File: src/design/pig_pkg.sv
// ----------------------------------------------------------------------------
// pig_pkg
// Shared constants and types for the periodic image gradient block.
// ----------------------------------------------------------------------------
`default_nettype none

package pig_pkg;

    // Default sizing of the top level
    localparam int DEF_MAX_ROWS    = 1024;
    localparam int DEF_MAX_COLS    = 1024;
    localparam int DEF_MAX_CHAN    = 4;
    localparam int DEF_SAMPLE_BITS = 16;

    // Configuration port
    localparam int CFG_IDX_W  = 2;
    localparam int CFG_DATA_W = 11;
    localparam int ROWS_REG_W = 11;
    localparam int COLS_REG_W = 11;
    localparam int CHAN_REG_W = 3;

    localparam logic [CFG_IDX_W-1:0] REG_IMAGE_ROWS = 2'd0;
    localparam logic [CFG_IDX_W-1:0] REG_IMAGE_COLS = 2'd1;
    localparam logic [CFG_IDX_W-1:0] REG_CHANNELS   = 2'd2;

    localparam logic [ROWS_REG_W-1:0] ROWS_RESET = 11'd1024;
    localparam logic [COLS_REG_W-1:0] COLS_RESET = 11'd1024;
    localparam logic [CHAN_REG_W-1:0] CHAN_RESET = 3'd1;

    // Result fields
    localparam int OUT_POS_W  = 10;
    localparam int OUT_CHAN_W = 2;

    localparam logic DIR_HORZ = 1'b0;
    localparam logic DIR_VERT = 1'b1;

    // Bit positions of the pending-result mask, in emission order
    localparam int NUM_RES     = 4;
    localparam int BIT_DX_LEFT = 0;
    localparam int BIT_DX_WRAP = 1;
    localparam int BIT_DY_UP   = 2;
    localparam int BIT_DY_WRAP = 3;

    // Position flags of the sample being accepted
    typedef struct packed {
        logic dx_left;   // column above zero: difference of the left neighbor
        logic dx_wrap;   // last column: wrap to the first column
        logic dy_up;     // row above zero: difference of the pixel above
        logic dy_wrap;   // last row: wrap to the first row
        logic row_zero;  // first row: the sample is its own first-row value
    } t_flags;

endpackage

`default_nettype wire

File: src/design/pig_ctrl.sv
// ----------------------------------------------------------------------------
// pig_ctrl
// Configuration registers, raster position counters, store addressing and
// the per-channel first and previous samples of the current row.
// ----------------------------------------------------------------------------
`default_nettype none

module pig_ctrl #(
    parameter int MAX_ROWS    = 1024,
    parameter int MAX_COLS    = 1024,
    parameter int MAX_CHAN    = 4,
    parameter int SAMPLE_BITS = 16,
    localparam int ROW_W  = (MAX_ROWS > 1) ? $clog2(MAX_ROWS) : 1,
    localparam int COL_W  = (MAX_COLS > 1) ? $clog2(MAX_COLS) : 1,
    localparam int CH_W   = (MAX_CHAN > 1) ? $clog2(MAX_CHAN) : 1,
    localparam int DEPTH  = MAX_COLS * MAX_CHAN,
    localparam int ADDR_W = $clog2(DEPTH)
) (
    input  wire logic                              i_clk,
    input  wire logic                              i_rst_n,
    input  wire logic                              i_cfg_we,
    input  wire logic [pig_pkg::CFG_IDX_W-1:0]     i_cfg_index,
    input  wire logic [pig_pkg::CFG_DATA_W-1:0]    i_cfg_data,
    input  wire logic                              i_fire,
    input  wire logic signed [SAMPLE_BITS-1:0]     i_pixel_value,
    output logic      [ROW_W-1:0]                  o_row,
    output logic      [COL_W-1:0]                  o_col,
    output logic      [CH_W-1:0]                   o_chan,
    output logic      [ADDR_W-1:0]                 o_addr,
    output pig_pkg::t_flags                        o_flags,
    output logic signed [SAMPLE_BITS-1:0]          o_first_px,
    output logic signed [SAMPLE_BITS-1:0]          o_prev_px
);

    import pig_pkg::*;

    localparam int POS_W  = (ROW_W > COL_W) ? ROW_W : COL_W;
    localparam int CMP_W  = ((POS_W > ROWS_REG_W) ? POS_W : ROWS_REG_W) + 2;
    localparam int CHC_W  = ((CH_W > CHAN_REG_W) ? CH_W : CHAN_REG_W) + 2;
    localparam int PROD_W = COL_W + CHC_W + 1;

    logic [ROWS_REG_W-1:0] r_rows;
    logic [COLS_REG_W-1:0] r_cols;
    logic [CHAN_REG_W-1:0] r_chan_cfg;

    logic [ROW_W-1:0] r_row, n_row;
    logic [COL_W-1:0] r_col, n_col;
    logic [CH_W-1:0]  r_k,   n_k;

    logic signed [SAMPLE_BITS-1:0] r_row_first [MAX_CHAN];
    logic signed [SAMPLE_BITS-1:0] r_prev_col  [MAX_CHAN];

    logic [CMP_W-1:0]  rows_x, cols_x, rows_eff, cols_eff;
    logic [CHC_W-1:0]  chn_x, chn_eff;
    logic              chan_last, col_last, row_last;
    logic [PROD_W-1:0] addr_w;

    // Zero acts as one, anything above the maximum acts as the maximum
    always_comb begin
        rows_x = CMP_W'(r_rows);
        cols_x = CMP_W'(r_cols);
        chn_x  = CHC_W'(r_chan_cfg);

        if (rows_x == '0) begin
            rows_eff = CMP_W'(1);
        end else if (rows_x > CMP_W'(MAX_ROWS)) begin
            rows_eff = CMP_W'(MAX_ROWS);
        end else begin
            rows_eff = rows_x;
        end

        if (cols_x == '0) begin
            cols_eff = CMP_W'(1);
        end else if (cols_x > CMP_W'(MAX_COLS)) begin
            cols_eff = CMP_W'(MAX_COLS);
        end else begin
            cols_eff = cols_x;
        end

        if (chn_x == '0) begin
            chn_eff = CHC_W'(1);
        end else if (chn_x > CHC_W'(MAX_CHAN)) begin
            chn_eff = CHC_W'(MAX_CHAN);
        end else begin
            chn_eff = chn_x;
        end
    end

    assign chan_last = (CHC_W'(r_k) + CHC_W'(1)) >= chn_eff;
    assign col_last  = (CMP_W'(r_col) + CMP_W'(1)) >= cols_eff;
    assign row_last  = (CMP_W'(r_row) + CMP_W'(1)) >= rows_eff;

    assign addr_w = PROD_W'(r_col) * PROD_W'(chn_eff) + PROD_W'(r_k);

    always_comb begin
        n_row = r_row;
        n_col = r_col;
        n_k   = r_k;
        if (chan_last) begin
            n_k = '0;
            if (col_last) begin
                n_col = '0;
                n_row = row_last ? '0 : r_row + 1'b1;
            end else begin
                n_col = r_col + 1'b1;
            end
        end else begin
            n_k = r_k + 1'b1;
        end
    end

    always_ff @(posedge i_clk) begin
        if (!i_rst_n) begin
            r_rows     <= ROWS_RESET;
            r_cols     <= COLS_RESET;
            r_chan_cfg <= CHAN_RESET;
            r_row      <= '0;
            r_col      <= '0;
            r_k        <= '0;
        end else if (i_cfg_we) begin
            // Any write restarts the image
            case (i_cfg_index)
                REG_IMAGE_ROWS: r_rows     <= i_cfg_data[ROWS_REG_W-1:0];
                REG_IMAGE_COLS: r_cols     <= i_cfg_data[COLS_REG_W-1:0];
                REG_CHANNELS:   r_chan_cfg <= i_cfg_data[CHAN_REG_W-1:0];
                default: ;
            endcase
            r_row <= '0;
            r_col <= '0;
            r_k   <= '0;
        end else if (i_fire) begin
            r_row <= n_row;
            r_col <= n_col;
            r_k   <= n_k;
        end
    end

    always_ff @(posedge i_clk) begin
        if (i_fire) begin
            if (r_col == '0) begin
                r_row_first[r_k] <= i_pixel_value;
            end
            r_prev_col[r_k] <= i_pixel_value;
        end
    end

    assign o_row  = r_row;
    assign o_col  = r_col;
    assign o_chan = r_k;
    assign o_addr = addr_w[ADDR_W-1:0];

    assign o_flags.dx_left  = (r_col != '0);
    assign o_flags.dx_wrap  = col_last;
    assign o_flags.dy_up    = (r_row != '0);
    assign o_flags.dy_wrap  = row_last;
    assign o_flags.row_zero = (r_row == '0);

    // A single column wraps onto the sample itself
    assign o_first_px = (r_col == '0) ? i_pixel_value : r_row_first[r_k];
    assign o_prev_px  = r_prev_col[r_k];

endmodule

`default_nettype wire

File: config.mk
export PLATFORM = sky130hd
export DESIGN_NAME = pig_ctrl
export DESIGN_NICKNAME = d
export VERILOG_FILES = /design/src/design/pig_pkg.sv /design/src/design/pig_ctrl.sv
export SDC_FILE = /design/constraint.sdc
export NUM_CORES = 1
export LEC_CHECK = 0
export BUFFER_PORTS_ARGS = -buffer_cell sky130_fd_sc_hd__buf_2
export CORE_MARGIN = 5
export CORE_UTILIZATION = 55
export CTS_BUF_LIST = sky130_fd_sc_hd__clkbuf_8 sky130_fd_sc_hd__clkbuf_16
export CTS_CLUSTER_SIZE = 40
export DETAILED_ROUTE_END_ITERATION = 16
export PLACE_DENSITY = 0.83
export SETUP_SLACK_MARGIN = 0.02
export SLEW_MARGIN = 5
export SYNTH_ARGS = -nofsm -noshare
export SYNTH_HDL_FRONTEND = slang
export SYNTH_SLANG_ARGS = --single-unit
File: constraint.sdc
create_clock -name i_clk -period 8 [get_ports i_clk]
set_clock_uncertainty 0.2 [all_clocks]
set_input_delay 0.8 -clock i_clk [delete_from_list [all_inputs] [get_ports i_clk]]
set_output_delay 0.8 -clock i_clk [all_outputs]
set_load 0.01 [all_outputs]
== Yosys cells after proc, flatten, opt, wreduce, memory -nomap -nowiden ==
Memories as Yosys holds them, arrays and structs flattened. A register that Yosys moved wholly into a read port is not among the register bits.
Index checks and enable logic that the tools add are counted.
Cells by class
  bitwise logic cells: 1
  magnitude comparators: 6
  multipliers: 1
  muxes and demuxes: 19
  add/sub/neg operators: 7
  divide/modulo/power cells: 0
  reductions and logical operators: 14
  shift-type cells: 0
  eq/ne operators: 2
Operators with widths (number)
  11-bit 2-to-1 mux: 4
  11-bit by 13-bit >= comparator with 1-bit output: 2
  10-bit by 1-bit adder with 11-bit output (second input constant): 2
  11-bit > comparator (second input constant): 2
  11-bit zero test: 2
  10-bit by 1-bit adder with 10-bit output (second input constant): 2
  10-bit zero test: 2
  10-bit 2-to-1 mux: 2
  10-bit nonzero test: 2
  16-bit 2-to-1 mux: 1
  12-bit by 2-bit adder with 12-bit output: 1
  10-bit by 3-bit multiplier with 12-bit output: 1
  2-bit 2-to-1 mux: 5
  2-bit AND reduction: 4
  3-bit 2-to-1 mux: 2
  3-bit by 5-bit >= comparator with 1-bit output: 1
  1-bit 2-to-1 mux: 5
  2-bit by 1-bit adder with 3-bit output (second input constant): 1
  3-bit > comparator (second input constant): 1
  3-bit zero test: 1
  3-bit AND reduction: 1
  2-bit by 1-bit adder with 2-bit output (second input constant): 1
  2-bit by 1-bit equality test with 1-bit output (second input constant): 1
  2-bit equality test (second input constant): 1
  other kinds (3): 3
Word-level totals
  memories kept: 2
  memory bits (read-only): 0
  latch bits: 0
  logic and storage cells: 58
  memory bits (writable): 128
  output and inout port bits: 71
  flip-flop bits (word level): 47
Memory list
  r_prev_col: words 4, bits a word 16, rd ports 1, clocked after memory_dff 1, write ports 1, line pig_ctrl.sv:51  | logic signed [SAMPLE_BITS-1:0] r_prev_col [MAX_CHAN];
  r_row_first: words 4, bits a word 16, rd ports 1, clocked after memory_dff 1, write ports 1, line pig_ctrl.sv:50  | logic signed [SAMPLE_BITS-1:0] r_row_first [MAX_CHAN];

== Longest topological paths before layout ==
Gate-level depths: netlist of the first run.
  word-level depth: 7
  gate-level depth with buffers: 13
  depth with buffers taken out: 12

== Worst setup path after synthesis of the first run ==
OpenSTA, ideal clock, no wires.
  path kind: flip-flop to output port
  start point: register r_chan_cfg[2]
  end point: output o_addr[11]
  cell stages (with the launch flop): 13
  arrival time: 3.287 ns
  slack: 3.713 ns
  buffers on the path: 1
  path through: dfxtp_1 > clkbuf_1 > nor2b_1 > inv_1 > nor2_1 > fa_1 > ha_1 > fa_1 > a21o_1 > a21oi_1 > o21ai_1 > a2111o_1 > nand3_1
On the way
  cells in the longest elaborated chain, start to end: 5
RTL lines
  start: declaration: line pig_ctrl.sv:44  | logic [CHAN_REG_W-1:0] r_chan_cfg;
  start signal: assignment: line pig_ctrl.sv:125  | REG_CHANNELS: r_chan_cfg <= i_cfg_data[CHAN_REG_W-1:0];
  3-bit > comparator: line pig_ctrl.sv:82  | end else if (chn_x > CHC_W'(MAX_CHAN)) begin
  3-bit 2-to-1 mux: line pig_ctrl.sv:82
  3-bit 2-to-1 mux *: line pig_ctrl.sv:80  | if (chn_x == '0) begin
  10-bit by 3-bit multiplier with 12-bit output *: line pig_ctrl.sv:93  | assign addr_w = PROD_W'(r_col) * PROD_W'(chn_eff) + PROD_W'(r_k);
  12-bit by 2-bit adder with 12-bit output *: line pig_ctrl.sv:93
  end: declaration: line pig_ctrl.sv:29  | output logic [ADDR_W-1:0] o_addr,
Every way passes the cells marked *; elsewhere a longest branch is shown, timed or not.

== Worst setup path after layout of the first run ==
Same ends and word-level chain as after synthesis.

==> results of run 1 <==
## power by group
part / internal [mW] / leakage (nW) / switching [mW]
logic: 0.0583 / 2.19 / 0.0743
clock network: 0.426 / 0.292 / 0.400
registers: 1.00 / 1.57 / 0.0110
## metal layers
metal	part of all wire [%]	GRT usage [%]	vias to the layer above
li1	-	-	2687
met1	41	25.9	2869
met2	52	38.0	193
met3	5.0	3.98	32
met4	1.8	6.98	0
met5	0	0	-
## synth_stat cells, drive strengths merged, types with 8 or more instances
library cell and instances:
clkbuf 11, buf 19, nor2 20, nor2b 32, a21oi 12, fa 9
nand4 18, inv 27, mux2 16, and2 27, o21ai 12, nor3 8
edfxtp 128, mux2i 25, xnor2 14, mux4 32, dfxtp 49, nand2 49
o211ai 9, nand3 14, ha 56
## metrics by stage
| step | util [%] | total power, mW | setup slack (ns) | area [µm²] |
|---|---|---|---|---|
| 4_1_cts | 64.3 | 1.99 | 2.83 | 10200 |
| 5_1_grt | 64.3 | 2.04 | 2.56 | 10200 |
| 6_report | 64.3 | 1.97 | 2.84 | 10200 |
| 2_1_floorplan | - | 1.11 | 3.71 | 8920 |
| 3_3_place_gp | 60.4 | 1.16 | 3.41 | 9600 |
| 3_5_place_dp | 60.4 | 1.17 | 3.31 | 9600 |
## worst max-delay path: stages, from the launching register on
cell and delay [ns]:
sky130_fd_sc_hd__dfxtp_1 0.41, sky130_fd_sc_hd__a21oi_1 0.54, sky130_fd_sc_hd__and2_1 0.23, sky130_fd_sc_hd__fa_1 0.42, sky130_fd_sc_hd__ha_1 0.35, sky130_fd_sc_hd__fa_1 0.48
sky130_fd_sc_hd__a21o_1 0.18, sky130_fd_sc_hd__a21oi_1 0.30, sky130_fd_sc_hd__o21ai_1 0.19, sky130_fd_sc_hd__a2111o_1 0.43, sky130_fd_sc_hd__nand3_1 0.08, sky130_fd_sc_hd__buf_2 0.13
## worst paths after layout
kind | start | end | slack, ns
min | o_row[7] | o_row[7] | 0.31
max | r_chan_cfg[2] | o_addr[11] | 2.84
min reg2reg | o_row[7] | o_row[7] | 0.31
max reg2reg | o_col[0] | o_row[6] | 4.50
## sequential cells by signal, indices dropped and copies added (netlist names), named ones only
name and cells:
o_col 10, r_row_first 64, r_prev_col 64, r_rows 11, o_chan 2, r_cols 11
r_chan_cfg 3, o_row 10
## cell families (layout without fill, tap and decap cells)
| group | count (synthesis) | after routing | synth area share (%) |
|---|---|---|---|
| flops | 177 | 177 | 54.1 |
| xor+xnor | 20 | 20 | 1.96 |
| compound gates | 69 | 69 | 5.80 |
| simple gates | 202 | 202 | 12.4 |
| buf+inv | 57 | 169 | 3.01 |
| mux | 73 | 73 | 12.9 |
| fa+ha+maj | 65 | 65 | 9.87 |
## layout make-up
| type | count | area (µm²) |
|---|---|---|
| well taps | 216 | 270 |
| flip-flops and latches | 177 | 4830 |
| fillers | 1152 | 5680 |
| inverters | 27 | 101 |
| clock buffers | 17 | 425 |
| multi-input cells | 429 | 3830 |
| clock inverters | 15 | 183 |
| repair buffers | 110 | 568 |
## cell usage in the layout, fill, tap and decap left out, types with 4 or more instances in the layout
cell and n:
sky130_fd_sc_hd__a21o_1 4, sky130_fd_sc_hd__a21oi_1 12, sky130_fd_sc_hd__a32o_1 5, sky130_fd_sc_hd__and2_1 27, sky130_fd_sc_hd__buf_2 103, sky130_fd_sc_hd__buf_4 7
sky130_fd_sc_hd__clkbuf_16 17, sky130_fd_sc_hd__clkinv_8 4, sky130_fd_sc_hd__dfxtp_1 48, sky130_fd_sc_hd__edfxtp_1 128, sky130_fd_sc_hd__fa_1 9, sky130_fd_sc_hd__ha_1 56
sky130_fd_sc_hd__inv_1 27, sky130_fd_sc_hd__mux2_2 16, sky130_fd_sc_hd__mux2i_1 25, sky130_fd_sc_hd__mux4_2 32, sky130_fd_sc_hd__nand2_1 49, sky130_fd_sc_hd__nand2b_1 4
sky130_fd_sc_hd__nand3_1 13, sky130_fd_sc_hd__nand4_1 18, sky130_fd_sc_hd__nor2_1 20, sky130_fd_sc_hd__nor2b_1 32, sky130_fd_sc_hd__nor3_1 7, sky130_fd_sc_hd__nor4_1 6
sky130_fd_sc_hd__o211ai_1 8, sky130_fd_sc_hd__o21ai_0 9, sky130_fd_sc_hd__o22ai_1 4, sky130_fd_sc_hd__or2_2 6, sky130_fd_sc_hd__xnor2_1 14, sky130_fd_sc_hd__xor2_1 6
==> impl_metrics.ini, run 1 <==
[final_layout]
antennaDiodeCount = 0
drive_gt1_share_pct = 26.8
final_instance_count_without_filler_cells = 991
area_growth_pct = 14.4
final_net_count = 860

[timing]
setup_total_negative_slack_ns = 0
max_freq_mhz = 194
worstMarginPinSlew_ns = 1.11
finalHoldWorstSlack_ns = 0.312
rsz0062_at_grt = no
setup-violations-final = 0
relSlewSlack_pct = 25.9
drv_slew = 0
layout_worst_path_cycle_share_pct = 64.5
timing.final.crit_period_ns = 5.16
hold_viol = 0

[route]
ant_nets = 0
vias = 5781
post_drt_via_cell_ratio = 5.83
drt-wirelength-per-cell_um = 19.3
detailedRoute.firstIterationViolations = 413
route.final.wire_length_um = 19200
firstDrtPassIters = 5
route.detailed.drc = 0

[setup_path]
worst_ep_arrival_time_ns = 4.16
end_kind = output port
timing.setup.critical_path_class = reg2out
reg2reg_depth = 11
timing.critical_path.from_type = register
cp.required_ns = 7.00
worst_path_fanout_max = 12

[cts]
clock_latency_ns = 0.43
hold_buffers = 0
post_cts.resized_instances = 0
post-cts-setup-buffer-count = 0
cts.clk_slew.worst_paths_ns = 0.07
cts_htree_levels = 4
tritoncts_clock_tree = done
clk_tree_root_cell = sky130_fd_sc_hd__clkbuf_16
clock_tree_sinks = 177
tritoncts.num_buffers = 17
cts_buffer_depth = 2

[pwr]
p_per_area_nw_per_um2 = 193
cellLeakagePower_nw = 4.06
irDropWorstVdd_mv = 0.158

[synth]
post_synth_design_cell_area_um2 = 8920
synth.top_cells.by_area = sky130_fd_sc_hd__edfxtp_1 43%, sky130_fd_sc_hd__dfxtp_1 11%, sky130_fd_sc_hd__mux4_2 8.1%, sky130_fd_sc_hd__ha_1 7.9%, sky130_fd_sc_hd__mux2i_1 2.8%
yosysTopAreaCellShare_pct = 43.1
synth_cells = 663
synthDistinctLibCells = 58
synth_async_sr_flop_share_pct = 0
synth_edf_count = 128
syn_avg_cell_area_um2 = 13.5
post_synth_top_flop = sky130_fd_sc_hd__edfxtp_1
proportion_of_synthesized_chip_area_in_sequential_cells_pct = 54.1
yosys_register_bits = 177
synth_area_leader_cell = sky130_fd_sc_hd__edfxtp_1
syn-num-nets = 761
yosys_warnings = 0

[global_routing]
grt_pass1_wl_um = 30900
antenna_violations_before_repair = 0
grt_max_degree = 33
groute.usage.overall_pct = 21.2
grt_remaining_overflow = 0
grt_pass1_vias = 6120

[floorplan]
core.rowCount = 46
die_x_um = 137
die-area_um2 = 18900
design.core.area_um2 = 15900
initial_core_util_pct = 56.2
die_h_um = 137
top_level_ports = 104

[place]
place_congestion = 0.881
placed_cells_incl_taps = 959
detailed_place_hpwl_um = 13800
port-buffer-count = 103

[hold_path]
hold_class = reg2reg
hold-path-cell-count = 2

[status]
status = finished, final reports clean

[job]
cap_viol_max_count = 0
Note: power is estimated with default switching activity, not from simulation.
==> run 2: changes to the inputs <==
- clock period: 8 -> 5.23 ns (I/O delays scaled with it)
==> impl_metrics.ini, run 2 (same netlist as run 1, synthesis figures left out) <==
[pwr]
irDropWorstVdd_mv = 0.232
swShare_pct = 22.9
total_chip_power_mw = 2.97
clock_network_fraction_of_design_power_pct = 40.7
p_comb_share_pct = 7.0
netSwitchingPower_mw = 0.679
p_per_area_nw_per_um2 = 291
internal-power_mw = 2.29
cellLeakagePower_nw = 4.07
seq_power_share_pct = 52.4

[job]
cap_viol_max_count = 0

[global_routing]
grtUsageMet1_pct = 27.0
groute.usage.overall_pct = 22.4
grt_max_degree = 28
antenna_violations_before_repair = 1
grt_pass1_vias = 6090
grt_remaining_overflow = 0
met3_layer_usage_reported_by_global_route_pct = 5.30
top_usage_layer = met2
grt_pass1_wl_um = 32000
grt.met2_usage_pct = 40.1

[route]
route.final.wire_length_um = 19900
drt-wirelength-per-cell_um = 20.1
detailedRoute.firstIterationViolations = 431
route.detailed.drc = 0
ant_nets = 0
firstDrtPassIters = 4
post_drt_via_cell_ratio = 5.77
vias = 5734

[setup_path]
cp_cell_sequence = a21oi_1, and2_1, fa_1, ha_1, fa_1, a21o_1, a21oi_1, o21ai_1, a2111o_1, nand3_1, buf_2
crit_slowest_cell = sky130_fd_sc_hd__a21oi_1
worst_path_fanout_max = 12
cp.required_ns = 4.51
r2r-end = o_row[6]
end_kind = output port
timing.setup.critical_path_class = reg2out
reg2reg_depth = 11
timing.critical_path.from_type = register
regToRegStartpoint = o_col[0]
worst_ep_arrival_time_ns = 4.18
crit_path_max_incr_delay_ns = 0.56
regToRegSetupSlack_ns = 1.64

[final_layout]
reg_top3 = r_prev_col (64), r_row_first (64)
most_common_cell_after_layout_fill_and_taps_aside = sky130_fd_sc_hd__edfxtp_1
final_instance_count_without_filler_cells = 994
final_net_count = 864
drive_gt1_share_pct = 26.7
area_growth_pct = 14.2
post-route-util_pct = 64.1
layout.cells.most_common_list = 128 x sky130_fd_sc_hd__edfxtp_1, 103 x sky130_fd_sc_hd__buf_2, 56 x sky130_fd_sc_hd__ha_1
antennaDiodeCount = 0
fill_cells = 1178

[place]
place_congestion = 0.880
placed_cells_incl_taps = 963
port-buffer-count = 103
detailed_place_hpwl_um = 13900

[floorplan]
die_h_um = 137
die-area_um2 = 18900
die_x_um = 137
top_level_ports = 104
initial_core_util_pct = 56.2
core.rowCount = 46
design.core.area_um2 = 15900

[timing]
finalHoldWorstSlack_ns = 0.169
worstMarginPinSlew_ns = 1.10
max_freq_mhz = 204
rsz0062_at_grt = no
hold_viol = 0
drv_slew = 0
timing.final.crit_period_ns = 4.90
layout_worst_path_cycle_share_pct = 93.8
setup-violations-final = 0
setup_total_negative_slack_ns = 0
relSlewSlack_pct = 26.6

[cts]
cts_htree_levels = 4
post_cts.resized_instances = 0
clk_tree_root_cell = sky130_fd_sc_hd__clkbuf_16
cts_buffer_depth = 2
tritoncts.num_buffers = 17
cts.clk_slew.worst_paths_ns = 0.07
tritoncts_clock_tree = done
hold_buffers = 0
clock_tree_sinks = 177
clock_latency_ns = 0.42
post-cts-setup-buffer-count = 0

[hold_path]
hold-path-cell-count = 3
hold_path_startpoint = i_cfg_data[7]
hold_class = in2reg
min_delay_worst_endpoint = r_cols[7]

[status]
status = finished, final reports clean
## run 2: critical path: cells and delay by family, from the launching register on
family                     cells  cell delay, ns
and+or+nand+nor                2            0.33
AOI/OAI and AO/OA              5            1.65
adders and majority gates      3            1.25
buffers and inverters          1            0.13
DFF                            1            0.41
## run 2: per-stage QoR
step | worst slack [ns] | cell area (µm²)
3_3_place_gp | 0.915 | 9630
4_1_cts | 0.341 | 10200
6_report | 0.327 | 10200
2_1_floorplan | 1.22 | 8920
5_1_grt | 0.0236 | 10200
3_5_place_dp | 0.815 | 9630
## run 2: worst max path at each step
| stage | startpoint | to | slack (ns) | cells past startpoint |
|---|---|---|---|---|
| after floorplan | r_chan_cfg[2] | o_addr[11] | 1.22 | 12 |
| after global placement | r_chan_cfg[2] | o_addr[11] | 0.91 | 11 |
| after detailed placement | r_chan_cfg[2] | o_addr[11] | 0.81 | 11 |
| after CTS | r_chan_cfg[2] | o_addr[11] | 0.34 | 11 |
| after global routing | r_chan_cfg[2] | o_addr[11] | 0.02 | 11 |
| final | r_chan_cfg[2] | o_addr[11] | 0.33 | 11 |
## run 2: layout make-up
class	instances	area [µm²]	share of cell area, %
clock inverters	14	131	1.29
repair buffers	114	598	5.87
well taps	216	270	2.65
multi-input cells	429	3830	37.6
inverters	27	101	0.995
flip-flops and latches	177	4830	47.4
clock buffers	17	425	4.18
## run 2: layer usage
layer | vias up | wire [µm]
li1 | 2700 | -
met1 | 2808 | 7970
met2 | 190 | 10600
met3 | 34 | 1010
met4 | 2 | 393
met5 | - | 11
## run 2: power by group through the flow
| stage | combinational [mW] | sequential [mW] | clock (mW) |
|---|---|---|---|
| floorplan | 0.128 | 1.58 | 0 |
| global placement | 0.196 | 1.58 | 0 |
| detailed placement | 0.205 | 1.58 | 0 |
| CTS | 0.208 | 1.55 | 1.22 |
| global route | 0.224 | 1.55 | 1.29 |
| finish | 0.206 | 1.55 | 1.21 |
