`src/design/pig_pkg.sv`:
```
// ----------------------------------------------------------------------------
// pig_pkg
// Shared constants and types for the periodic image gradient block.
// ----------------------------------------------------------------------------
`default_nettype none

package pig_pkg;

    // Default sizing of the top level
    localparam int DEF_MAX_ROWS    = 1024;
    localparam int DEF_MAX_COLS    = 1024;
    localparam int DEF_MAX_CHAN    = 4;
    localparam int DEF_SAMPLE_BITS = 16;

    // Configuration port
    localparam int CFG_IDX_W  = 2;
    localparam int CFG_DATA_W = 11;
    localparam int ROWS_REG_W = 11;
    localparam int COLS_REG_W = 11;
    localparam int CHAN_REG_W = 3;

    localparam logic [CFG_IDX_W-1:0] REG_IMAGE_ROWS = 2'd0;
    localparam logic [CFG_IDX_W-1:0] REG_IMAGE_COLS = 2'd1;
    localparam logic [CFG_IDX_W-1:0] REG_CHANNELS   = 2'd2;

    localparam logic [ROWS_REG_W-1:0] ROWS_RESET = 11'd1024;
    localparam logic [COLS_REG_W-1:0] COLS_RESET = 11'd1024;
    localparam logic [CHAN_REG_W-1:0] CHAN_RESET = 3'd1;

    // Result fields
    localparam int OUT_POS_W  = 10;
    localparam int OUT_CHAN_W = 2;

    localparam logic DIR_HORZ = 1'b0;
    localparam logic DIR_VERT = 1'b1;

    // Bit positions of the pending-result mask, in emission order
    localparam int NUM_RES     = 4;
    localparam int BIT_DX_LEFT = 0;
    localparam int BIT_DX_WRAP = 1;
    localparam int BIT_DY_UP   = 2;
    localparam int BIT_DY_WRAP = 3;

    // Position flags of the sample being accepted
    typedef struct packed {
        logic dx_left;   // column above zero: difference of the left neighbor
        logic dx_wrap;   // last column: wrap to the first column
        logic dy_up;     // row above zero: difference of the pixel above
        logic dy_wrap;   // last row: wrap to the first row
        logic row_zero;  // first row: the sample is its own first-row value
    } t_flags;

endpackage

`default_nettype wire

```
`src/design/pig_emit.sv`:
```
// ----------------------------------------------------------------------------
// pig_emit
// Holds one accepted sample with its operands, forms its differences and
// hands them out through the result register, one per cycle unless stalled.
// ----------------------------------------------------------------------------
`default_nettype none

module pig_emit #(
    parameter int MAX_ROWS    = 1024,
    parameter int MAX_COLS    = 1024,
    parameter int MAX_CHAN    = 4,
    parameter int SAMPLE_BITS = 16,
    localparam int ROW_W = (MAX_ROWS > 1) ? $clog2(MAX_ROWS) : 1,
    localparam int COL_W = (MAX_COLS > 1) ? $clog2(MAX_COLS) : 1,
    localparam int CH_W  = (MAX_CHAN > 1) ? $clog2(MAX_CHAN) : 1,
    localparam int DW    = SAMPLE_BITS + 1
) (
    input  wire logic                               i_clk,
    input  wire logic                               i_rst_n,
    input  wire logic                               i_load,
    input  wire logic [ROW_W-1:0]                   i_row,
    input  wire logic [COL_W-1:0]                   i_col,
    input  wire logic [CH_W-1:0]                    i_chan,
    input  wire pig_pkg::t_flags                    i_flags,
    input  wire logic signed [SAMPLE_BITS-1:0]      i_pixel,
    input  wire logic signed [SAMPLE_BITS-1:0]      i_first_px,
    input  wire logic signed [SAMPLE_BITS-1:0]      i_prev_px,
    input  wire logic signed [SAMPLE_BITS-1:0]      i_above_px,
    input  wire logic signed [SAMPLE_BITS-1:0]      i_top_px,
    input  wire logic                               i_out_ready,
    output logic                                    o_stage_free,
    output logic                                    o_out_valid,
    output logic                                    o_direction,
    output logic [pig_pkg::OUT_POS_W-1:0]           o_out_row,
    output logic [pig_pkg::OUT_POS_W-1:0]           o_out_col,
    output logic [pig_pkg::OUT_CHAN_W-1:0]          o_out_channel,
    output logic signed [DW-1:0]                    o_diff_value,
    output logic                                    o_last_of_item
);

    import pig_pkg::*;

    logic                          r_a_valid;
    logic [NUM_RES-1:0]            r_a_mask;
    logic [ROW_W-1:0]              r_a_row;
    logic [COL_W-1:0]              r_a_col;
    logic [CH_W-1:0]               r_a_chan;
    logic                          r_a_row_zero;
    logic signed [SAMPLE_BITS-1:0] r_a_pixel, r_a_first, r_a_prev;

    logic [NUM_RES-1:0] new_mask, pick, rest;
    logic               out_load, take, a_done;

    logic signed [DW-1:0] v_x, prev_x, first_x, above_x, top_x;
    logic signed [DW-1:0] sel_diff;
    logic                 sel_dir;
    logic [ROW_W-1:0]     sel_row;
    logic [COL_W-1:0]     sel_col;
    logic [31:0]          row_w, col_w, chan_w;

    always_comb begin
        new_mask              = '0;
        new_mask[BIT_DX_LEFT] = i_flags.dx_left;
        new_mask[BIT_DX_WRAP] = i_flags.dx_wrap;
        new_mask[BIT_DY_UP]   = i_flags.dy_up;
        new_mask[BIT_DY_WRAP] = i_flags.dy_wrap;
    end

    // Lowest pending result goes first
    assign pick = r_a_mask & (~r_a_mask + 1'b1);
    assign rest = r_a_mask & ~pick;

    assign out_load     = !o_out_valid || i_out_ready;
    assign take         = r_a_valid && out_load && (r_a_mask != '0);
    assign a_done       = r_a_valid && ((r_a_mask == '0) || (out_load && (rest == '0)));
    assign o_stage_free = !r_a_valid || a_done;

    assign v_x     = {r_a_pixel[SAMPLE_BITS-1], r_a_pixel};
    assign prev_x  = {r_a_prev[SAMPLE_BITS-1], r_a_prev};
    assign first_x = {r_a_first[SAMPLE_BITS-1], r_a_first};
    assign above_x = {i_above_px[SAMPLE_BITS-1], i_above_px};
    // On the first row the wrapping neighbor is the sample just taken
    assign top_x   = r_a_row_zero ? v_x : {i_top_px[SAMPLE_BITS-1], i_top_px};

    always_comb begin
        sel_dir  = DIR_HORZ;
        sel_row  = r_a_row;
        sel_col  = r_a_col;
        sel_diff = '0;
        case (pick)
            NUM_RES'(1) << BIT_DX_LEFT: begin
                sel_col  = r_a_col - 1'b1;
                sel_diff = v_x - prev_x;
            end
            NUM_RES'(1) << BIT_DX_WRAP: begin
                sel_diff = first_x - v_x;
            end
            NUM_RES'(1) << BIT_DY_UP: begin
                sel_dir  = DIR_VERT;
                sel_row  = r_a_row - 1'b1;
                sel_diff = v_x - above_x;
            end
            NUM_RES'(1) << BIT_DY_WRAP: begin
                sel_dir  = DIR_VERT;
                sel_diff = top_x - v_x;
            end
            default: ;
        endcase
        row_w  = 32'(sel_row);
        col_w  = 32'(sel_col);
        chan_w = 32'(r_a_chan);
    end

    always_ff @(posedge i_clk) begin
        if (!i_rst_n) begin
            r_a_valid <= 1'b0;
            r_a_mask  <= '0;
        end else if (i_load) begin
            r_a_valid <= 1'b1;
            r_a_mask  <= new_mask;
        end else if (a_done) begin
            r_a_valid <= 1'b0;
            r_a_mask  <= '0;
        end else if (take) begin
            r_a_mask <= rest;
        end
    end

    always_ff @(posedge i_clk) begin
        if (i_load) begin
            r_a_row      <= i_row;
            r_a_col      <= i_col;
            r_a_chan     <= i_chan;
            r_a_row_zero <= i_flags.row_zero;
            r_a_pixel    <= i_pixel;
            r_a_first    <= i_first_px;
            r_a_prev     <= i_prev_px;
        end
    end

    always_ff @(posedge i_clk) begin
        if (!i_rst_n) begin
            o_out_valid <= 1'b0;
        end else if (out_load) begin
            o_out_valid <= take;
        end
    end

    always_ff @(posedge i_clk) begin
        if (take) begin
            o_direction    <= sel_dir;
            o_out_row      <= row_w[OUT_POS_W-1:0];
            o_out_col      <= col_w[OUT_POS_W-1:0];
            o_out_channel  <= chan_w[OUT_CHAN_W-1:0];
            o_diff_value   <= sel_diff;
            o_last_of_item <= (rest == '0);
        end
    end

`ifndef NO_ASSERTIONS
    a_idle_mask_clear: assert property (@(posedge i_clk) disable iff (!i_rst_n)
        !r_a_valid |-> (r_a_mask == '0))
        else $error("pending results without a held sample");

    a_pick_onehot: assert property (@(posedge i_clk) disable iff (!i_rst_n)
        $onehot0(pick))
        else $error("more than one result selected");

    a_load_into_free: assert property (@(posedge i_clk) disable iff (!i_rst_n)
        i_load |-> (!r_a_valid || a_done))
        else $error("new sample overwrites pending results");

    a_take_shows: assert property (@(posedge i_clk) disable iff (!i_rst_n)
        take |=> o_out_valid)
        else $error("result taken but not presented");
`endif

endmodule

`default_nettype wire

```
`config.mk`:
```
export PLATFORM = sky130hd
export DESIGN_NAME = pig_emit
export DESIGN_NICKNAME = d
export VERILOG_FILES = /design/src/design/pig_pkg.sv /design/src/design/pig_emit.sv
export SDC_FILE = /design/constraint.sdc
export NUM_CORES = 1
export LEC_CHECK = 0
export ABC_AREA = 0
export BUFFER_PORTS_ARGS = -buffer_cell sky130_fd_sc_hd__buf_2
export CORE_MARGIN = 2
export CORE_UTILIZATION = 45
export DETAILED_ROUTE_END_ITERATION = 10
export PLACE_DENSITY = 0.69
export RECOVER_POWER = 25
export SETUP_SLACK_MARGIN = 0.4
export SLEW_MARGIN = 20
export SYNTH_ARGS = -nofsm -noshare
export SYNTH_HDL_FRONTEND = slang
export SYNTH_SLANG_ARGS = --single-unit
export TNS_END_PERCENT = 20
```
`constraint.sdc`:
```
create_clock -name i_clk -period 3.71 [get_ports i_clk]
set_input_delay 0.742 -clock i_clk [delete_from_list [all_inputs] [get_ports i_clk]]
set_output_delay 0.742 -clock i_clk [all_outputs]
set_load 0.02 [all_outputs]
```
# [Word level (Yosys, flattened, before mapping)]
# Cells that the tools add are included.
[totals] register_bits=118 latchBits=0 ram_bits=0 mem_bits_ro=0 out_inout_bits=43 mem_count=0
[op_classes] n_addsub=7 n_mul=0 n_div=0 n_lt_le_gt_ge=0 n_eq_ne=4 shifts=0 muxes=10 bitwise_logic=4 n_reduce_logical=15
[ops] operator="$pmux W17 S4" n=1
[ops] operator="$sub A16 B16 Y17" n=3
[ops] operator="$mux W10" n=2
[ops] operator="$sub A10 B1 Y10 const B" n=2
[ops] operator="$mux W17" n=1
[ops] operator="$sub A17 B16 Y17" n=1
[ops] operator="$mux W4" n=3
[ops] operator="$and A4 B4 Y4" n=2
[ops] operator="$logic_not A4 Y1" n=2
[ops] operator="$not A4 Y4" n=2
[ops] operator="$add A4 B1 Y4 const B" n=1
[ops] operator="$eq A4 B1 Y1 const B" n=1
[ops] operator="$eq A4 B2 Y1 const B" n=1
[ops] operator="$eq A4 B3 Y1 const B" n=1
[ops] operator="$eq A4 B4 Y1 const B" n=1
[ops] operator="$logic_and A1 B1 Y1" n=4
[ops] operator="$reduce_bool A4 Y1" n=1
[ops] operator="$logic_or A1 B1 Y1" n=3
[ops] operator="$mux W1" n=3
[ops] operator="$reduce_bool A3 Y1" n=1
[ops] operator="$logic_not A1 Y1" n=2
[ops] operator="$reduce_bool A2 Y1" n=1
[ops] operator="$reduce_or A2 Y1" n=1

# [Depth between registers and ports, before layout]
# Gate-level depths: netlist (run 1).
[logic_depth] ltp_word=11 depth_mapped=13

# [Worst setup path after synthesis (run 1)]
# No wires, ideal clock.
[synth_path] path_type="input port to flip-flop" startpoint="input i_out_ready" endpoint="register o_diff_value[0] (enable)" t_arrival_ps=2742 t_required_ps=3266 slack_ps=524 path_stages=2 cell_sequence="nand2b_1 -> nor2b_1"
[synth_between] elab_chain_cells=3
[synth_lines] element="start, declared" line="pig_emit.sv:30" rtl="input wire logic i_out_ready,"
[synth_lines] element="$logic_or A1 B1 Y1" line="pig_emit.sv:73" rtl="assign out_load = !o_out_valid || i_out_ready;"
[synth_lines] element="$logic_and A1 B1 Y1 (2 in series)" line="pig_emit.sv:74" rtl="assign take = r_a_valid && out_load && (r_a_mask != '0);"
[synth_lines] element="named net take" line="pig_emit.sv:52" rtl="logic out_load, take, a_done;"
[synth_lines] element="end signal, assigned" line="pig_emit.sv:155" rtl="o_diff_value <= sel_diff;"
[synth_lines] element="end, declared" line="pig_emit.sv:37" rtl="output logic signed [DW-1:0] o_diff_value,"
# The timed path passes the listed nets, and every way through them passes these cells.
# A chain may end at the register's enable or synchronous reset.

# [Worst setup path after layout (run 1)]
[layout_path] startpoint="register r_a_mask[0]" endpoint="register o_diff_value[12] (data pin)"
[layout_between] elab_chain_cells=5 word_cells_on_any_way=8 classes_between="1 x add/sub; 4 x eq/ne; 1 x mux; 2 x bitwise"
[layout_lines] element="start, declared" line="pig_emit.sv:44" rtl="logic [NUM_RES-1:0] r_a_mask;"
[layout_lines] element="start signal, assigned" line="pig_emit.sv:120" rtl="r_a_mask <= new_mask;"
[layout_lines] element="start signal, assigned" line="pig_emit.sv:125" rtl="r_a_mask <= rest;"
[layout_lines] element="$not A4 Y4" line="pig_emit.sv:70" rtl="assign pick = r_a_mask & (~r_a_mask + 1'b1);"
[layout_lines] element="$add A4 B1 Y4" line="pig_emit.sv:70"
[layout_lines] element="$and A4 B4 Y4 (*)" line="pig_emit.sv:70"
[layout_lines] element="$eq A4 B4 Y1 (tied with other cells)" line="pig_emit.sv:90" rtl="case (pick)"
[layout_lines] element="$pmux W17 S4 (*)" line="pig_emit.sv:90"
[layout_lines] element="named net sel_diff[12]" line="pig_emit.sv:55" rtl="logic signed [DW-1:0] sel_diff;"
# The timed path passes the listed nets; every way through them passes the cells marked *.

==> results.md, run 1 <==
* Status: finished, final reports clean
* Yosys cell types at 54
* GP Congestion at 0.9085
* Hold Crit Class: reg2reg
* Leakage power total at 3.288 nW
* Max Root-Sink Buffers at 2
* Initial antenna violation count at 0
* Final period util at 86.22%
* Placed cell area at 0.007263 mm²
* Pwr dens at 521.3 mW/mm²
* Post-place setup slack at 0.3717 ns
* Num rows at 43
* Num CTS Buffers at 17
* TNS Setup at 0 ns
* Syn Inst Count at 525
* Final instance area at 0.007950 mm²
* Layout area overhead at 27.18%
* CTS Hold Bufs at 0
* Commonest non-fill, non-tap cell in the layout: buf_2
* RSZ-0062 raised after global routing: true
* Netlist Area Pre-Place at 0.006251 mm²
* Syn Nets at 672
* Post-DP HPWL at 10770 µm
* Register clock-pin slew on the reported worst setup and hold paths at 0.06 ns
* Final setup vio count at 0
* Synth warnings at 0
* CORE AREA at 0.01372 mm²
* Final Hold Fails at 0
* Register bit count reported by yosys at 118
* Slew Limit Headroom at 42.87%
* # diodes at 0
* Kind of critical path: reg2reg
* Share of layout cells above drive strength 1 at 29.99%
* DR vias at 4656
* Fillers at 1149
* Setup slack after layout at 0.5112 ns
* Critical path peak fanout at 12
* Startpoint Class: register
* Critical path endpoint category: register
* Pin count of the biggest net entering global routing at 69
* 1st-iter DRT viols at 304
* DRC at 0
* Wirelength, routed at 14640 µm
* Post-synth EDFFs at 112
* Max Transition Viols Final at 0
* First-pass GRT wire length at 22570 µm
* Post-synth top flop: edfxtp_1
* Max Freq at 312.6 MHz
* Sequential-to-total area share from yosys stat at 55.72%
* H-tree depth reported by CTS at 4
* Avg Vias per Cell at 5.249
* Non-Filler Instances at 887
* Least-Margin Pin Slew at 0.8569 ns
* Global Route Usage Sum at 20.22%
* Total grt overflow at 0
* Clock Tree Root: clkbuf_16
* Max cap viols at 0
* Syn_area_per_cell at 11.91 µm²
* Die area at 0.01485 mm²
* Die W at 121.9 µm
* Pre-Repair DR Iteration Count at 7
* Crit path DAT at 3.42 ns
* Vias in the first global route at 4704
* Crit path required time at 3.93 ns
* Async set-or-reset flop fraction in the synthesized netlist at 0%
* ANT nets after route at 0
* # clock sinks at 118
* Die Y at 121.9 µm
* Placed insts at 853
* Most frequent cells in the layout: buf_2 (152), edfxtp_1 (112), nor2_1 (41), ha_1 (33)
* DR WL/cell at 16.51 µm
* Crit path time final at 3.199 ns
* Clock latency on the worst-skew pair at 0.41 ns
* Worst clock skew at 0.006958 ns
* CTS tree: done
* Port buffer count at 153
* I/O pins at 154
* Initial Util at 45.56%
* # nets final at 841
* Maximum vdd drop at 353.6 µV
==> metrics by stage <==
stage	total power, mW	utilization, %	hold WS, ns
2_1_floorplan	2.187	-	0.4003
3_3_place_gp	2.411	52.94	0.4008
3_5_place_dp	2.431	52.94	0.4152
4_1_cts	4.154	57.48	0.4280
5_1_grt	4.328	57.95	0.4418
6_report	4.144	57.95	0.4252
==> final timing paths <==
check / cells past startpoint / end / slack [ns] / from
worst max register to register: 13 / o_diff_value[12] / 0.51 / r_a_mask[0]
worst min register to register: 0 / o_out_channel[0] / 0.43 / r_a_chan[0]
worst max-delay path: 13 / o_diff_value[12] / 0.51 / r_a_mask[0]
worst min-delay path: 0 / o_out_channel[0] / 0.43 / r_a_chan[0]
==> kinds of logic (layout without fill, tap and decap cells) <==
group / after synthesis / count (layout) / share of synthesized area (%)
simple gates: 132 / 132 / 10.09
compound gates: 123 / 123 / 13.35
flops: 118 / 118 / 55.72
buf+inv: 46 / 228 / 2.862
fa+ha+maj: 36 / 36 / 7.446
xor+xnor: 36 / 36 / 5.044
mux: 34 / 34 / 5.484
==> registers in the layout, indices dropped and copies added, names as in the netlist, 4 cells and up <==
name,count
r_a_prev,16
o_out_row,10
o_diff_value,17
r_a_pixel,16
r_a_mask,4
r_a_col,10
r_a_row,10
r_a_first,16
o_out_col,10
==> timing repair <==
item / 4_1_cts / 5_1_grt
resized for setup: 2 / 13
endpoints found under the setup margin: 2 / 8
pin swaps: 0 / 3
setup buffers: 0 / 2
==> final cells by class <==
class | count | area [µm²] | share of cell area [%]
tap | 180 | 225.2 | 2.833
clock buffer | 19 | 432.9 | 5.445
timing repair buffer | 164 | 863.3 | 10.86
inverter | 32 | 120.1 | 1.511
multi-input combinational | 361 | 2644 | 33.25
sequential | 118 | 3483 | 43.81
clock inverter | 13 | 181.4 | 2.282
==> power breakdown <==
part	total, mW	internal, mW	leakage (nW)	switching (mW)
combinational	0.817	0.354	1.87	0.463
clock	1.70	1.12	0.288	0.584
sequential	1.62	1.58	1.13	0.0477
==> cells in the mapped netlist, types with 3 or more instances <==
cell / n / share of area [%]
edfxtp_1: 112 / 54
nor2_1: 42 / 2.5
ha_1: 34 / 6.8
inv_1: 32 / 1.9
mux2i_1: 32 / 5.1
nand2_1: 31 / 1.9
a21oi_1: 30 / 2.4
o21ai_0: 22 / 1.8
xnor2_1: 18 / 2.5
xor2_1: 18 / 2.5
nor3_1: 15 / 1.2
nand2b_1: 10 / 1.0
a21o_1: 9 / 1.1
o21a_1: 9 / 1.1
clkbuf_1: 8 / 0.48
o22ai_1: 8 / 0.80
nor2b_1: 7 / 0.70
o211ai_1: 7 / 0.84
a21boi_0: 6 / 0.72
dfxtp_1: 6 / 1.9
buf_2: 5 / 0.40
nand4_1: 5 / 0.50
or3_1: 5 / 0.50
o31ai_1: 4 / 0.48
a211o_1: 3 / 0.42
a31oi_1: 3 / 0.30
and2_1: 3 / 0.30
nand3_1: 3 / 0.24
o31a_1: 3 / 0.42
o32ai_1: 3 / 0.42
==> critical path: stages, from the launching register on <==
cell and delay [ns]:
dfxtp_1 0.31, buf_4 0.17, or3_4 0.40, nor2_4 0.18, nor2_1 0.05, a21oi_1 0.17, inv_1 0.10, fa_1 0.45
nor2b_2 0.17, o2111ai_2 0.16, nand4_1 0.19, nand4_1 0.16, nor3b_2 0.19, o32ai_1 0.29
==> metal layers <==
layer | vias to the layer above | wire, µm | global-route usage (%) | share of wire (%)
met5 | - | 0 | 0 | 0
met4 | 0 | 220 | 8.980 | 1.5
met3 | 14 | 1020 | 6.039 | 7.0
met2 | 168 | 7035 | 32.02 | 48
met1 | 2179 | 6366 | 25.71 | 43
li1 | 2295 | - | - | -
Note: power is estimated with default switching activity, not from simulation.
==> inputs of run 2 (changes only) <==
Settings changed: PLACE_DENSITY 0.69 to 0.72, SKIP_CTS_REPAIR_TIMING set to 1.
Clock period 3.71 ns to 2.6 ns, I/O delays scaled along.
==> run 2 against run 1 <==
Compared with the run above:
- the flow now finishes with violations (setup timing)
- wire length grew 5.7%
- die area is the same
- sequential cell count is the same
- cell area grew 8.3%
- combinational power grew 76%
- via count grew 7.0%
- non-clock buffer count grew 70
- clock skew grew 0.0031 ns
- worst setup slack lost 0.86 ns
- critical path type unchanged
==> results.md, run 2 (synthesis gave the netlist of run 1 again) <==
* Share of layout cells above drive strength 1 at 39.05% (+9.1 points)
* H-tree depth reported by CTS at 4 (unchanged)
* Final setup vio count at 14 (+14)
* Reg-to-reg endpoint: o_diff_value[5]
* Hold Crit Start: i_prev_px[10]
* WHS Path Cells at 1 (+1)
* Post-DP HPWL at 11540 µm (+7.2%)
* # nets final at 911 (+8.3%)
* R2R depth at 14 (+1)
* Worst Setup SP: r_a_mask[1]
* TNS Setup at -3.314 ns (-3.314 ns)
* Setup slack, reg-to-reg at -0.35 ns (-0.86 ns)
* Die Y at 121.9 µm (unchanged)
* I/O pins at 154 (unchanged)
* GR peak layer: met2
* Die W at 121.9 µm (unchanged)
* Die area at 0.01485 mm² (unchanged)
* Least-Margin Pin Slew at 0.5489 ns (-0.3081 ns)
* Worst Hold End: r_a_prev[10]
* Max cap viols at 0 (unchanged)
* Reg2reg start: r_a_mask[1]
* Clock latency on the worst-skew pair at 0.42 ns (about the same)
* Largest stage delay on the critical path at 0.40 ns (-0.05 ns)
* Fillers at 1084 (-5.7%)
* # clock sinks at 118 (unchanged)
* Worst clock skew at 0.01003 ns (+0.003075 ns)
* Wirelength, routed at 15480 µm (+5.7%)
* Num rows at 43 (unchanged)
* Total grt overflow at 0 (unchanged)
* CORE AREA at 0.01372 mm² (unchanged)
* Status: complete, but fails checks
* Pwr dens at 704.0 mW/mm² (+35%)
* Crit path DAT at 3.10 ns (-0.32 ns)
* GR Util met3 at 5.243% (-0.80 points)
* Global Route Usage Sum at 21.45% (+1.2 points)
* Commonest non-fill, non-tap cell in the layout: buf_2
* Final Hold Fails at 0 (unchanged)
* Max Freq at 339.2 MHz (+8.5%)
* Pin count of the biggest net entering global routing at 38 (-45%)
* Placed cell area at 0.007866 mm² (+8.3%)
* Clock Tree Root: clkbuf_16
* Avg Vias per Cell at 5.209 (-0.76%)
* ANT nets after route at 0 (unchanged)
* First-pass GRT wire length at 23960 µm (+6.2%)
* Kind of critical path: reg2reg
* Initial antenna violation count at 0 (unchanged)
* Maximum vdd drop at 529.0 µV (+50%)
* Final period util at 113.4% (+27 points)
* Layout area overhead at 37.77%
* Vias in the first global route at 4993 (+6.1%)
* Startpoint Class: register
* Num CTS Buffers at 17 (unchanged)
* Cell chain of the critical path: or3_4, nor2_4, buf_12, buf_4, a21oi_2, buf_4, ha_1, nor2b_1, o31a_1, buf_4, o21ai_0, nand2b_1, xnor2_1, o22ai_1
* Max Root-Sink Buffers at 2 (unchanged)
* Slowest CP cell: or3_4
* Leakage power total at 3.648 nW (+11%)
* Cell family with most CP delay: simple AND/OR/NAND/NOR gates
* Crit path top cell by count: buf_4
* Initial Util at 45.56% (unchanged)
* RSZ-0062 raised after global routing: true
* Most frequent cells in the layout: buf_2 (150), edfxtp_1 (112), buf_4 (72), nor2_1 (38)
* GP Congestion at 0.9212 (+1.4%)
* # diodes at 0 (unchanged)
* Hold Crit Class: in2reg
* Slew Limit Headroom at 63.41% (+21 points)
* DR WL/cell at 16.19 µm (-1.9%)
* Setup slack after layout at -0.3485 ns (-0.8597 ns)
* Final instance area at 0.008612 mm² (+8.3%)
* Critical path peak fanout at 7 (-5)
* CTS tree: done
* Max reg flops at 17 (unchanged)
* Critical path endpoint category: register
* Port buffer count at 153 (unchanged)
* Worst path bufs/invs at 4 (+2)
* DRC at 0 (unchanged)
* Max Transition Viols Final at 0 (unchanged)
* Crit path required time at 2.75 ns (-1.18 ns)
* Largest Register: o_diff_value
* 1st-iter DRT viols at 307 (+0.99%)
* Crit path time final at 2.948 ns (-0.2503 ns)
* DR vias at 4980 (+7.0%)
* Register clock-pin slew on the reported worst setup and hold paths at 0.06 ns (about the same)
* Met1 global-route usage at 27.57% (+1.9 points)
* Failing checks: setup timing
* Pre-Repair DR Iteration Count at 5 (-2)
* Met2 Use GR at 34.78% (+2.8 points)
## run 2: cell count changes in the layout (fill, tap and decap cells not counted), sizes merged
cell	delta
buf	+68
clkinv	+1
bufinv	-2
clkinvlp	-1
inv	+3
## run 2: routing by layer
| metal | wire, µm | share of wire, % |
|---|---|---|
| met2 | 7276 | 47 |
| met4 | 413 | 2.7 |
| met1 | 6886 | 44 |
| met3 | 900 | 5.8 |
| met5 | 0 | 0 |
## run 2: worst reg2reg max path, stage by stage, from the launching register on
cell and delay (ns):
dfxtp_2 0.33, or3_4 0.40, nor2_4 0.11, buf_12 0.14, buf_4 0.11, a21oi_2 0.05, buf_4 0.13, ha_1 0.25
nor2b_1 0.14, o31a_1 0.31, buf_4 0.16, o21ai_0 0.17, nand2b_1 0.09, xnor2_1 0.17, o22ai_1 0.12
## run 2: area by class of cell
class | instances | area [µm²] | share of cell area (%)
timing repair buffer | 234 | 1464 | 17.00
sequential | 118 | 3486 | 40.48
inverter | 32 | 120.1 | 1.395
multi-input combinational | 361 | 2738 | 31.79
clock inverter | 14 | 153.9 | 1.787
clock buffer | 17 | 425.4 | 4.940
tap | 180 | 225.2 | 2.615
## run 2: stage by stage
stage / hold slack, ns / instances / setup slack (ns) / power, mW / util, %
global placement: 0.4063 / 920 / -0.3246 / 3.672 / 57.34
detailed placement: 0.4075 / 920 / -0.4063 / 3.706 / 57.34
finish: 0.2702 / 956 / -0.3485 / 6.063 / 62.77
floorplan: 0.4003 / 525 / -0.2984 / 3.143 / -
global route: 0.2579 / 956 / -0.4755 / 6.340 / 62.77
CTS: 0.2514 / 951 / -0.4154 / 6.020 / 61.56
## run 2: report_power, final
| group | internal, mW | switching, mW |
|---|---|---|
| Combinational | 0.708 | 0.735 |
| Sequential | 2.25 | 0.0670 |
| Clock | 1.41 | 0.891 |
## run 2: how the worst max path moves through the flow
| stage | to | slack [ns] | cells after the start |
|---|---|---|---|
| finish | o_diff_value[5] | -0.35 | 14 |
| global route | o_diff_value[14] | -0.48 | 13 |
| CTS | o_diff_value[13] | -0.42 | 13 |
| detailed placement | o_diff_value[13] | -0.41 | 10 |
| global placement | o_diff_value[12] | -0.32 | 13 |
| floorplan | o_diff_value[14] | -0.30 | 13 |
